<file path="src/rtl/core/tga_rle_pkg.sv">
// Shared types and constants for the run-length pixel decoder.
package tga_rle_pkg;

  localparam int unsigned CFG_IDX_W = 2;
  localparam int unsigned CFG_DATA_W = 16;
  localparam int unsigned DIM_W = 16;
  localparam int unsigned LIN_W = DIM_W + 1;
  localparam int unsigned ROW_SUM_W = DIM_W + 2;
  localparam int unsigned DIV_CNT_W = 5;
  localparam logic [DIV_CNT_W-1:0] DIV_STEPS = DIV_CNT_W'(LIN_W);
  localparam int unsigned OUT_DATA_W = 72;

  localparam logic [CFG_IDX_W-1:0] REG_IMAGE_WIDTH = 2'd0;
  localparam logic [CFG_IDX_W-1:0] REG_IMAGE_HEIGHT = 2'd1;
  localparam logic [CFG_IDX_W-1:0] REG_ALPHA_ENABLE = 2'd2;

  localparam logic [7:0] ALPHA_OPAQUE = 8'hFF;
  localparam logic [7:0] HEADER_REPEAT_BIT = 8'h80;

  typedef struct packed {
    logic [DIM_W-1:0] image_width;
    logic [DIM_W-1:0] image_height;
    logic             alpha_enable;
  } cfg_regs_t;

  typedef struct packed {
    logic [7:0] red;
    logic [7:0] green;
    logic [7:0] blue;
    logic [7:0] alpha;
    logic [7:0] repeat_count;
  } pixel_t;

endpackage

</file>
<file path="src/rtl/core/tga_rle_pixel_decoder.sv">
// Top level of the run-length pixel decoder: configuration registers and the two stages.
//
// The decoder takes one byte of run-length coded image data per cycle unless
// the divider or a stalled output holds it back, and emits one run per
// completed pixel, carrying its color, repeat count and start position; tlast
// marks the run that completes the image. A result passes the parser's pixel
// register and then the result register. When a run ends two or more rows
// past its start column (narrow images, or a position left outside a reduced
// geometry), the position unit resolves the wrap with a one-bit-per-cycle
// divider, and the input holds on that pixel meanwhile. Configuration writes
// are always ready and should be made while no transfer is in flight.
module tga_rle_pixel_decoder (
  input  logic        clk,
  input  logic        rst,
  input  logic        s_tvalid,
  output logic        s_tready,
  input  logic [7:0]  s_tdata,   // [7:0] data_byte
  output logic        m_tvalid,
  input  logic        m_tready,
  output logic [tga_rle_pkg::OUT_DATA_W-1:0] m_tdata,
  // [7:0] red, [15:8] green, [23:16] blue, [31:24] alpha, [39:32] repeat_count,
  // [55:40] start_column, [71:56] start_row
  output logic        m_tlast,   // image_done
  input  logic        cfg_valid,
  output logic        cfg_ready,
  input  logic [tga_rle_pkg::CFG_IDX_W-1:0]  cfg_index,
  input  logic [tga_rle_pkg::CFG_DATA_W-1:0] cfg_data
);

  tga_rle_pkg::cfg_regs_t cfg;
  tga_rle_pkg::pixel_t    pix;
  logic                   pix_valid;
  logic                   pix_ready;

  assign cfg_ready = 1'b1;

  always_ff @(posedge clk) begin
    if (rst) begin
      cfg.image_width <= tga_rle_pkg::DIM_W'(1);
      cfg.image_height <= tga_rle_pkg::DIM_W'(1);
      cfg.alpha_enable <= 1'b0;
    end else if (cfg_valid && cfg_ready) begin
      case (cfg_index)
        tga_rle_pkg::REG_IMAGE_WIDTH: cfg.image_width <= cfg_data;
        tga_rle_pkg::REG_IMAGE_HEIGHT: cfg.image_height <= cfg_data;
        tga_rle_pkg::REG_ALPHA_ENABLE: cfg.alpha_enable <= cfg_data[0];
        default: cfg <= cfg;
      endcase
    end
  end

  tga_rle_parser u_parser (
    .clk       (clk),
    .rst       (rst),
    .cfg       (cfg),
    .s_tvalid  (s_tvalid),
    .s_tready  (s_tready),
    .s_tdata   (s_tdata),
    .pix_valid (pix_valid),
    .pix_ready (pix_ready),
    .pix       (pix)
  );

  tga_rle_position u_position (
    .clk       (clk),
    .rst       (rst),
    .cfg       (cfg),
    .pix_valid (pix_valid),
    .pix_ready (pix_ready),
    .pix       (pix),
    .m_tvalid  (m_tvalid),
    .m_tready  (m_tready),
    .m_tdata   (m_tdata),
    .m_tlast   (m_tlast)
  );

endmodule

</file>
<file path="src/rtl/core/tga_rle_parser.sv">
// Packet header and pixel byte parser producing one pixel item per completed pixel.
module tga_rle_parser (
  input  logic                clk,
  input  logic                rst,
  input  tga_rle_pkg::cfg_regs_t cfg,
  input  logic                s_tvalid,
  output logic                s_tready,
  input  logic [7:0]          s_tdata,
  output logic                pix_valid,
  input  logic                pix_ready,
  output tga_rle_pkg::pixel_t pix
);

  logic        expect_header;
  logic        run_packet;
  logic [7:0]  pixels_left;
  logic [1:0]  byte_in_pixel;
  logic [23:0] pixel_bytes;

  logic [1:0]  last_idx;
  logic [7:0]  left_fixed;
  logic [7:0]  left_next;
  logic [7:0]  count_next;
  logic        accept;
  logic        pix_done;

  assign s_tready = !pix_valid || pix_ready;
  assign accept = s_tvalid && s_tready;
  assign last_idx = cfg.alpha_enable ? 2'd3 : 2'd2;
  assign pix_done = accept && !expect_header && (byte_in_pixel >= last_idx);

  always_comb begin
    left_fixed = (pixels_left == 8'd0) ? 8'd1 : pixels_left;
    if (run_packet) begin
      count_next = left_fixed;
      left_next = 8'd0;
    end else begin
      count_next = 8'd1;
      left_next = left_fixed - 8'd1;
    end
  end

  always_ff @(posedge clk) begin
    if (rst) begin
      expect_header <= 1'b1;
      run_packet <= 1'b0;
      pixels_left <= 8'd0;
      byte_in_pixel <= 2'd0;
      pixel_bytes <= 24'd0;
      pix_valid <= 1'b0;
    end else begin
      pix_valid <= pix_done || (pix_valid && !pix_ready);
      if (accept) begin
        if (expect_header) begin
          run_packet <= (s_tdata & tga_rle_pkg::HEADER_REPEAT_BIT) != 8'd0;
          pixels_left <= {1'b0, s_tdata[6:0]} + 8'd1;
          byte_in_pixel <= 2'd0;
          expect_header <= 1'b0;
        end else if (byte_in_pixel < last_idx) begin
          case (byte_in_pixel)
            2'd0: pixel_bytes[7:0] <= s_tdata;
            2'd1: pixel_bytes[15:8] <= s_tdata;
            2'd2: pixel_bytes[23:16] <= s_tdata;
            default: pixel_bytes <= pixel_bytes;
          endcase
          byte_in_pixel <= byte_in_pixel + 2'd1;
        end else begin
          pix.blue <= pixel_bytes[7:0];
          pix.green <= pixel_bytes[15:8];
          if (cfg.alpha_enable) begin
            pix.red <= pixel_bytes[23:16];
            pix.alpha <= s_tdata;
          end else begin
            pix.red <= s_tdata;
            pix.alpha <= tga_rle_pkg::ALPHA_OPAQUE;
          end
          pix.repeat_count <= count_next;
          byte_in_pixel <= 2'd0;
          pixels_left <= left_next;
          if (left_next == 8'd0) begin
            expect_header <= 1'b1;
          end
        end
      end
    end
  end

endmodule

</file>
<file path="src/rtl/core/tga_rle_position.sv">
// Run position tracker with a serial divider for wide wraps, and the result register.
module tga_rle_position (
  input  logic                clk,
  input  logic                rst,
  input  tga_rle_pkg::cfg_regs_t cfg,
  input  logic                pix_valid,
  output logic                pix_ready,
  input  tga_rle_pkg::pixel_t pix,
  output logic                m_tvalid,
  input  logic                m_tready,
  output logic [tga_rle_pkg::OUT_DATA_W-1:0] m_tdata,
  output logic                m_tlast
);

  typedef enum logic [1:0] {
    POS_IDLE,
    POS_DIV,
    POS_DONE
  } pos_state_t;

  pos_state_t state;

  logic [tga_rle_pkg::DIM_W-1:0]     column_pos;
  logic [tga_rle_pkg::DIM_W-1:0]     row_pos;
  logic [tga_rle_pkg::LIN_W-1:0]     div_dvd;
  logic [tga_rle_pkg::LIN_W-1:0]     div_quot;
  logic [tga_rle_pkg::DIM_W-1:0]     div_rem;
  logic [tga_rle_pkg::DIV_CNT_W-1:0] div_cnt;

  logic [tga_rle_pkg::DIM_W-1:0]     w_eff;
  logic [tga_rle_pkg::DIM_W-1:0]     h_eff;
  logic [tga_rle_pkg::LIN_W-1:0]     lin;
  logic [tga_rle_pkg::LIN_W-1:0]     w_ext;
  logic                              fast;
  logic                              lin_ge_w;
  logic [tga_rle_pkg::LIN_W-1:0]     fast_col;
  logic [tga_rle_pkg::LIN_W-1:0]     quot_sel;
  logic [tga_rle_pkg::DIM_W-1:0]     col_sel;
  logic [tga_rle_pkg::ROW_SUM_W-1:0] row_sum;
  logic                              done;
  logic                              out_free;
  logic [tga_rle_pkg::LIN_W-1:0]     trial;
  logic                              trial_ge;

  assign w_eff = (cfg.image_width == '0) ? tga_rle_pkg::DIM_W'(1) : cfg.image_width;
  assign h_eff = (cfg.image_height == '0) ? tga_rle_pkg::DIM_W'(1) : cfg.image_height;
  assign w_ext = {1'b0, w_eff};
  assign lin = {1'b0, column_pos} + tga_rle_pkg::LIN_W'(pix.repeat_count);
  assign fast = lin < {w_eff, 1'b0};
  assign lin_ge_w = lin >= w_ext;
  assign fast_col = lin_ge_w ? (lin - w_ext) : lin;

  assign trial = {div_rem, div_dvd[tga_rle_pkg::LIN_W-1]};
  assign trial_ge = trial >= w_ext;

  always_comb begin
    if (state == POS_DONE) begin
      quot_sel = div_quot;
      col_sel = div_rem;
    end else begin
      quot_sel = tga_rle_pkg::LIN_W'(lin_ge_w);
      col_sel = fast_col[tga_rle_pkg::DIM_W-1:0];
    end
    row_sum = {2'b00, row_pos} + {1'b0, quot_sel};
    done = row_sum >= {2'b00, h_eff};
  end

  assign out_free = !m_tvalid || m_tready;
  assign pix_ready = out_free && ((state == POS_DONE) || ((state == POS_IDLE) && fast));

  always_ff @(posedge clk) begin
    if (rst) begin
      state <= POS_IDLE;
      column_pos <= '0;
      row_pos <= '0;
      m_tvalid <= 1'b0;
    end else begin
      m_tvalid <= (pix_valid && pix_ready) || (m_tvalid && !m_tready);
      case (state)
        POS_IDLE: begin
          if (pix_valid && !fast) begin
            div_dvd <= lin;
            div_quot <= '0;
            div_rem <= '0;
            div_cnt <= tga_rle_pkg::DIV_STEPS;
            state <= POS_DIV;
          end
        end
        POS_DIV: begin
          div_rem <= trial_ge ? tga_rle_pkg::DIM_W'(trial - w_ext)
                              : trial[tga_rle_pkg::DIM_W-1:0];
          div_quot <= {div_quot[tga_rle_pkg::LIN_W-2:0], trial_ge};
          div_dvd <= {div_dvd[tga_rle_pkg::LIN_W-2:0], 1'b0};
          div_cnt <= div_cnt - tga_rle_pkg::DIV_CNT_W'(1);
          if (div_cnt == tga_rle_pkg::DIV_CNT_W'(1)) begin
            state <= POS_DONE;
          end
        end
        POS_DONE: begin
          if (pix_valid && pix_ready) begin
            state <= POS_IDLE;
          end
        end
        default: state <= POS_IDLE;
      endcase
      if (pix_valid && pix_ready) begin
        m_tdata <= {row_pos, column_pos, pix.repeat_count, pix.alpha,
                    pix.blue, pix.green, pix.red};
        m_tlast <= done;
        if (done) begin
          column_pos <= '0;
          row_pos <= '0;
        end else begin
          column_pos <= col_sel;
          row_pos <= row_sum[tga_rle_pkg::DIM_W-1:0];
        end
      end
    end
  end

endmodule

</file>
<file path="config.mk">
export PLATFORM = sky130hd
export DESIGN_NAME = tga_rle_pixel_decoder
export DESIGN_NICKNAME = d
export VERILOG_FILES = /design/src/rtl/core/tga_rle_pkg.sv /design/src/rtl/core/tga_rle_pixel_decoder.sv /design/src/rtl/core/tga_rle_parser.sv /design/src/rtl/core/tga_rle_position.sv
export SDC_FILE = /design/constraint.sdc
export NUM_CORES = 1
export LEC_CHECK = 0
export BUFFER_PORTS_ARGS = -buffer_cell sky130_fd_sc_hd__buf_4
export CORE_ASPECT_RATIO = 0.5
export CORE_MARGIN = 2
export CORE_UTILIZATION = 55
export CTS_BUF_LIST = sky130_fd_sc_hd__clkbuf_16
export CTS_CLUSTER_DIAMETER = 200
export DETAILED_ROUTE_END_ITERATION = 7
export PLACE_DENSITY = 0.82
export SYNTH_ARGS = -nofsm -noshare
export SYNTH_HDL_FRONTEND = slang
export SYNTH_SLANG_ARGS = --single-unit
</file>
<file path="constraint.sdc">
create_clock -name clk -period 9.9 [get_ports clk]
set_input_delay 1.98 -clock clk [delete_from_list [all_inputs] [get_ports clk]]
set_output_delay 1.98 -clock clk [all_outputs]
set_load 0.005 [all_outputs]
</file>
Word-level counts from Yosys, hierarchy flattened
Cells that the tools add are included.

word-level totals
  flip-flop bits (word level) = 273
  output and inout port bits = 76

cells by class
  bitwise logic cells = 3
  reduce and logical (&&, ||, !) cells = 40
  equality and inequality tests = 11
  add/subtract/negate cells = 8
  muxes and demuxes = 31
  $lt $le $gt $ge = 6

operator list
  cell                 count
  $mux 16              8
  $pmux 17 s2          2
  $mux 17              3
  $mux 8               5
  $ge 17x16->1         2
  $logic_not 16->1     2
  $pmux 16 s2          1
  $sub 16x16->16       2
  $add 16x17->18       1
  $ge 18x16->1         1
  $add 16x8->17        1
  $lt 17x17->1         1
  $logic_not 8->1      2
  $reduce_and 4->1     4
  $reduce_and 2->1     6
  $mux 2               5
  $pmux 5 s2           1
  $logic_and 1x1->1    9
  $add 7x1->8 const B  1
  $sub 8x1->8 const B  1
  $eq 2x1->1 const B   3
  $eq 2x2->1 const B   3
  $logic_not 1->1      6
  $logic_not 2->1      3
  14 further kinds     26

Longest topological paths before layout
  depth in word-level cells = 11
  depth in mapped cells = 35
  gate-level depth less buffers = 32

Modules after synthesis
From an unflattened synthesis, not the netlist that was laid out.

unflattened totals
  cell total of the unflattened synthesis = 1385
  area total of the unflattened synthesis = 14530.2 um^2

by module, submodules not included
  module                 area an instance (um^2)  cells an instance  times used
  tga_rle_position       9910.8                   981                1
  tga_rle_parser         3220.6                   272                1
  tga_rle_pixel_decoder  1398.8                   132                1

Worst setup path after synthesis
OpenSTA, ideal clock, no wires.

  path type = reg-to-reg
  start point = register, netlist name u_parser.pix[0]
  end point = register, netlist name u_parser.pix[0]
  stages on the path, launching flop included = 16
  slack = 2.255 ns
  required time = 9.363 ns
  period minus slack after synthesis = 7.645 ns
  arrival time = 7.108 ns
  cells stage by stage = edfxtp_1 -> ha_1 -> fa_1 -> a211o_1 -> a21oi_2 -> nor3_1 -> nand3_1 -> xnor2_1 -> ha_1 -> a211oi_1 -> o21ai_0 -> a21oi_1 -> o21ai_1 -> o21ai_2 -> a21oi_1 -> nor4_1

on the way
  word-level cells in the longest chain between the ends = 8

ends and longest elaborated chain
  item                        RTL line                text
  $add 16x8->17               tga_rle_position.sv:48  assign lin = {1'b0, column_pos} + tga_rle_pkg::LIN_W'(pix.repeat_count);
  $lt 17x17->1                tga_rle_position.sv:49  assign fast = lin < {w_eff, 1'b0};
  $logic_and 1x1->1           tga_rle_position.sv:69  assign pix_ready = out_free && ((state == POS_DONE) || ((state == POS_IDLE) && fast));
  $logic_or 1x1->1            tga_rle_position.sv:69
  $logic_and 1x1->1           tga_rle_position.sv:69
  $logic_or 1x1->1            tga_rle_parser.sv:27    assign s_tready = !pix_valid || pix_ready;
  $logic_and 1x1->1           tga_rle_parser.sv:28    assign accept = s_tvalid && s_tready;
  $reduce_and 4->1 (no line)  --

Every way passes these cells.
A chain may end at the register's enable or synchronous reset.

Worst setup path after layout
  start point = register u_position.column_pos[0] in the netlist's numbering
  end point = register u_position.column_pos[0] in the netlist's numbering

on the way
  word-level cells in the longest chain between the ends = 6
  elaborated cells on any way between the ends = 14
  classes of those cells = add/sub: 3; order compare: 3; mux: 4; reduce/logical: 4

ends and longest elaborated chain
  item                       RTL line                 text
  start: declaration         tga_rle_position.sv:23   logic [tga_rle_pkg::DIM_W-1:0] column_pos;
  start signal: assignment   tga_rle_position.sv:114  column_pos <= col_sel;
  $add 16x8->17              tga_rle_position.sv:48
  $ge 17x16->1               tga_rle_position.sv:50   assign lin_ge_w = lin >= w_ext;
  $mux 17                    tga_rle_position.sv:57   if (state == POS_DONE) begin
  $add 16x17->18             tga_rle_position.sv:64   row_sum = {2'b00, row_pos} + {1'b0, quot_sel};
  $ge 18x16->1               tga_rle_position.sv:65   done = row_sum >= {2'b00, h_eff};
  named net u_position.done  tga_rle_position.sv:40   logic done;
  $mux 16                    tga_rle_position.sv:110  if (done) begin

The timed path passes the listed nets, and every way through them passes these cells.

==> run summary <==
Layout fillers = 2028
reported max-cap violation count = 0
first-pass GRT wire length = 55.12 mm
r2r worst-path depth = 33
total number of vias = 10820
Max IR drop VDD = 0.1423 mV
gr usage total = 0.2602
Num CTS Buffers = 25
switching pwr = 555.8 uW
Starting Density = 0.5580
met2 routed WL = 16.12 mm
CP peak stage delay = 0.67 ns
Nets = 1582
WHS Path Cells = 0
Worst Max-Slew Pin Slew = 1.254 ns
top sig layer = met4
Placer Congestion = 0.9896
syn_area_per_cell = 10.31 sq um
Final Critical Period = 8.144 ns
Final Hold Vio Count = 0
vias per cell = 5.957
reg2reg start = u_position.column_pos[0]
Rows = 41
CTS Buffer Depth = 3
layout cells sized above 1 = 0.1224
drt drc = 0
outcome = finished clean
antenna violation net count after detailed routing = 0
Die H = 116.9 um
Setup Skew = 0.01198 ns
die area = 0.02688 sq mm
clock tree sinks = 273
Final Max Slew Viols = 0
Seq/Total Area, Yosys = 0.5095
clk_lat worst skew = 0.54 ns
# port buffers = 105
critical-path cell with the highest stage delay = nor3_4
critical path endpoint category = register
initial antenna violation count = 1
GRT overflow = 0
Worst Hold End = u_position.m_tdata[19]
WL final = 35.07 mm
fmax = 122.8 MHz
Seq pwr share = 0.532
synthesized flop and latch total = 273
Placed Instances = 1769
setup bufs post-CTS = 0
Syn Inst Count = 1361
WL/cell = 19.31 um
period utilization = 0.8226
startpoint types = register
Hold WS = 0.4181 ns
leakage power = 6.342 nW
DP HPWL = 25.72 mm
PostCTS Resize Cnt = 0
Data arrival, critical path = 8.63 ns
number of global-route vias before repair = 10330
Required @ worst endpoint = 10.38 ns
CTS tree = built
Reg2Reg Setup Slack = 1.76 ns
Sw Ratio = 0.2415
largest net degree at the start of global routing = 50
Int Power = 1.746 mW
First DRT Iteration DRCs = 1012
RSZ-0062 raised after global routing = false
setup TNS = 0 ns
placeable core region = 0.02514 sq mm
min-delay src = u_parser.pix[19]
Clk network pwr share = 0.384
Clock Root Buffer = clkbuf_16
Hold Path Class = register to register
Layout area overhead = 13.16%
kind of critical path = register to register
Ports = 107
Max H-tree Level = 1
number of flops mapped to enable cells by yosys = 168
relative slew slack = 0.1625
Clk pin slew, worst setup/hold paths = 0.07 ns
met3 WL = 2.739 mm
Final setup viols = 0
asr flop ratio synth = 0
synthesized area = 0.01403 sq mm
combinational power share = 0.084
WL met1 = 15.14 mm
reg2reg end = u_position.column_pos[0]
crit path max fanout = 27
Pre-antenna DRT Iters = 5
count of cell types in the netlist = 71
Cell Pwr Density = 145.0 mW/mm^2
DIE WIDTH = 229.9 um
Yosys warnings = 0
most used flip-flop cell after synthesis = edfxtp_1
Post-CTS Hold Fix Bufs = 0
Mapped Nets = 1491
Layout Cells excl Fill = 1816
[synthesized netlist by cell type, types with 7 or more instances]
library cell,n,area [sq um]
a31oi_1,7,43.79
ha_1,95,1189
mux2_2,9,101.4
xnor2_1,41,359.1
nor3_1,19,95.09
edfxtp_1,168,5045
inv_1,57,214.0
a211oi_1,16,120.1
o21ai_0,39,195.2
a32o_1,11,110.1
o211ai_1,9,67.56
o21a_1,8,60.06
a21oi_1,121,605.6
nor2b_1,10,62.56
nand3_1,38,190.2
and2_1,42,262.8
dfxtp_1,105,2102
nor2_1,123,461.7
xor2_1,19,166.4
nand2_1,154,578.1
nor4_1,11,68.82
nand4_1,10,62.56
mux2i_1,41,410.4
and3_1,9,56.30
a21o_1,17,127.6
nand2b_1,33,206.5
clkbuf_1,44,165.2
[power by group through the flow]
stage	registers [mW]	clock network (mW)	logic (mW)
after floorplan	1.24	0	0.137
after global placement	1.25	0	0.181
after detailed placement	1.25	0	0.187
after CTS	1.22	0.896	0.190
after global routing	1.23	0.940	0.212
final	1.22	0.884	0.193
[through the flow]
stage | util | instance area, sq um | setup slack [ns] | total power [mW]
after global placement | 0.6025 | 15140 | 2.108 | 1.429
after detailed placement | 0.6025 | 15140 | 1.932 | 1.436
after floorplan | - | 14030 | 2.255 | 1.380
after CTS | 0.6314 | 15870 | 1.836 | 2.310
final | 0.6315 | 15870 | 1.756 | 2.302
after global routing | 0.6315 | 15870 | 1.116 | 2.378
[final cells by class]
type	instances	area (sq um)	share of cell area
repair buffers	117	878.3	0.05534
multi-input cells	977	6471	0.4077
clock inverters	21	100.1	0.006306
clock buffers	25	625.6	0.03941
flip-flops and latches	273	7147	0.4503
inverters	58	217.7	0.01372
well taps	344	430.4	0.02712
diodes	1	2.502	0.0001577
[state kept, by name (all words and copies together), names as in the netlist, 8 cells and up]
name,cells
cfg,33
u_position.m_tdata,72
u_position.div_dvd,17
u_position.row_pos,16
u_position.div_quot,17
u_parser.pix,40
u_parser.pixel_bytes,24
u_parser.pixels_left,8
u_position.column_pos,16
u_position.div_rem,16
[worst max-delay path, delay by kind of cell (launching register included)]
kind / cells / cell delay, ns
adder cells (fa/ha/maj): 6 / 1.76
flip-flops: 1 / 0.36
buffers and inverters: 2 / 0.40
AND/OR/NAND/NOR: 8 / 2.15
AO/OA/AOI/OAI: 15 / 2.88
XOR/XNOR: 2 / 0.50
[worst max-delay path by stage]
| stage | end | start | depth (start not counted) |
|---|---|---|---|
| 6_report | u_position.column_pos[0] | u_position.column_pos[0] | 33 |
| 5_1_grt | u_position.column_pos[0] | u_position.column_pos[0] | 32 |
| 4_1_cts | u_position.column_pos[0] | u_position.column_pos[0] | 33 |
| 3_5_place_dp | u_position.column_pos[0] | u_parser.pix[2] | 31 |
| 3_3_place_gp | u_position.column_pos[8] | u_parser.pix[0] | 33 |
| 2_1_floorplan | u_parser.pix[0] | u_parser.pix[0] | 15 |
[layer usage]
metal  global-route usage  vias to the layer above
li1                     -                     5111
met1               0.3534                     5215
met2               0.4241                      413
met3              0.05087                       79
met4              0.09032                        0
met5                    0                        -
[cell usage in the layout, fill, tap and decap left out, types with 5 or more instances in the layout]
| cell | n |
|---|---|
| nor3_1 | 19 |
| nand3b_1 | 5 |
| nand2b_1 | 33 |
| edfxtp_1 | 168 |
| nand3_1 | 38 |
| a311oi_1 | 6 |
| nor4_1 | 10 |
| o21ai_0 | 39 |
| a31oi_1 | 7 |
| inv_1 | 64 |
| and3_1 | 9 |
| mux2i_1 | 41 |
| ha_1 | 95 |
| o21a_1 | 8 |
| a21oi_2 | 5 |
| o211ai_1 | 9 |
| mux2_2 | 9 |
| a211oi_1 | 16 |
| clkinv_1 | 7 |
| o21bai_1 | 6 |
| a21oi_1 | 121 |
| a22o_1 | 6 |
| nor2_1 | 121 |
| a32o_1 | 11 |
| o2111ai_1 | 6 |
| clkbuf_16 | 25 |
| nand2_1 | 154 |
| dfxtp_1 | 105 |
| and2_1 | 42 |
| a211o_1 | 6 |
| nand4_1 | 10 |
| buf_4 | 117 |
| xor2_1 | 19 |
| xnor2_1 | 41 |
| a21o_1 | 17 |
| nor2b_1 | 8 |
[logic make-up (layout without fill, tap and decap cells)]
group	after synthesis	in the layout	synth area share
and+or+nand+nor	475	475	0.1614
AOI/OAI and AO/OA	292	292	0.1334
DFF	273	273	0.5095
buffers and inverters	111	221	0.03104
adders and majority gates	99	99	0.09045
xor gates and xnor gates	60	60	0.03746
muxes	50	50	0.03648
other	1	2	0.0002673
(Power assumes the default switching activity.)
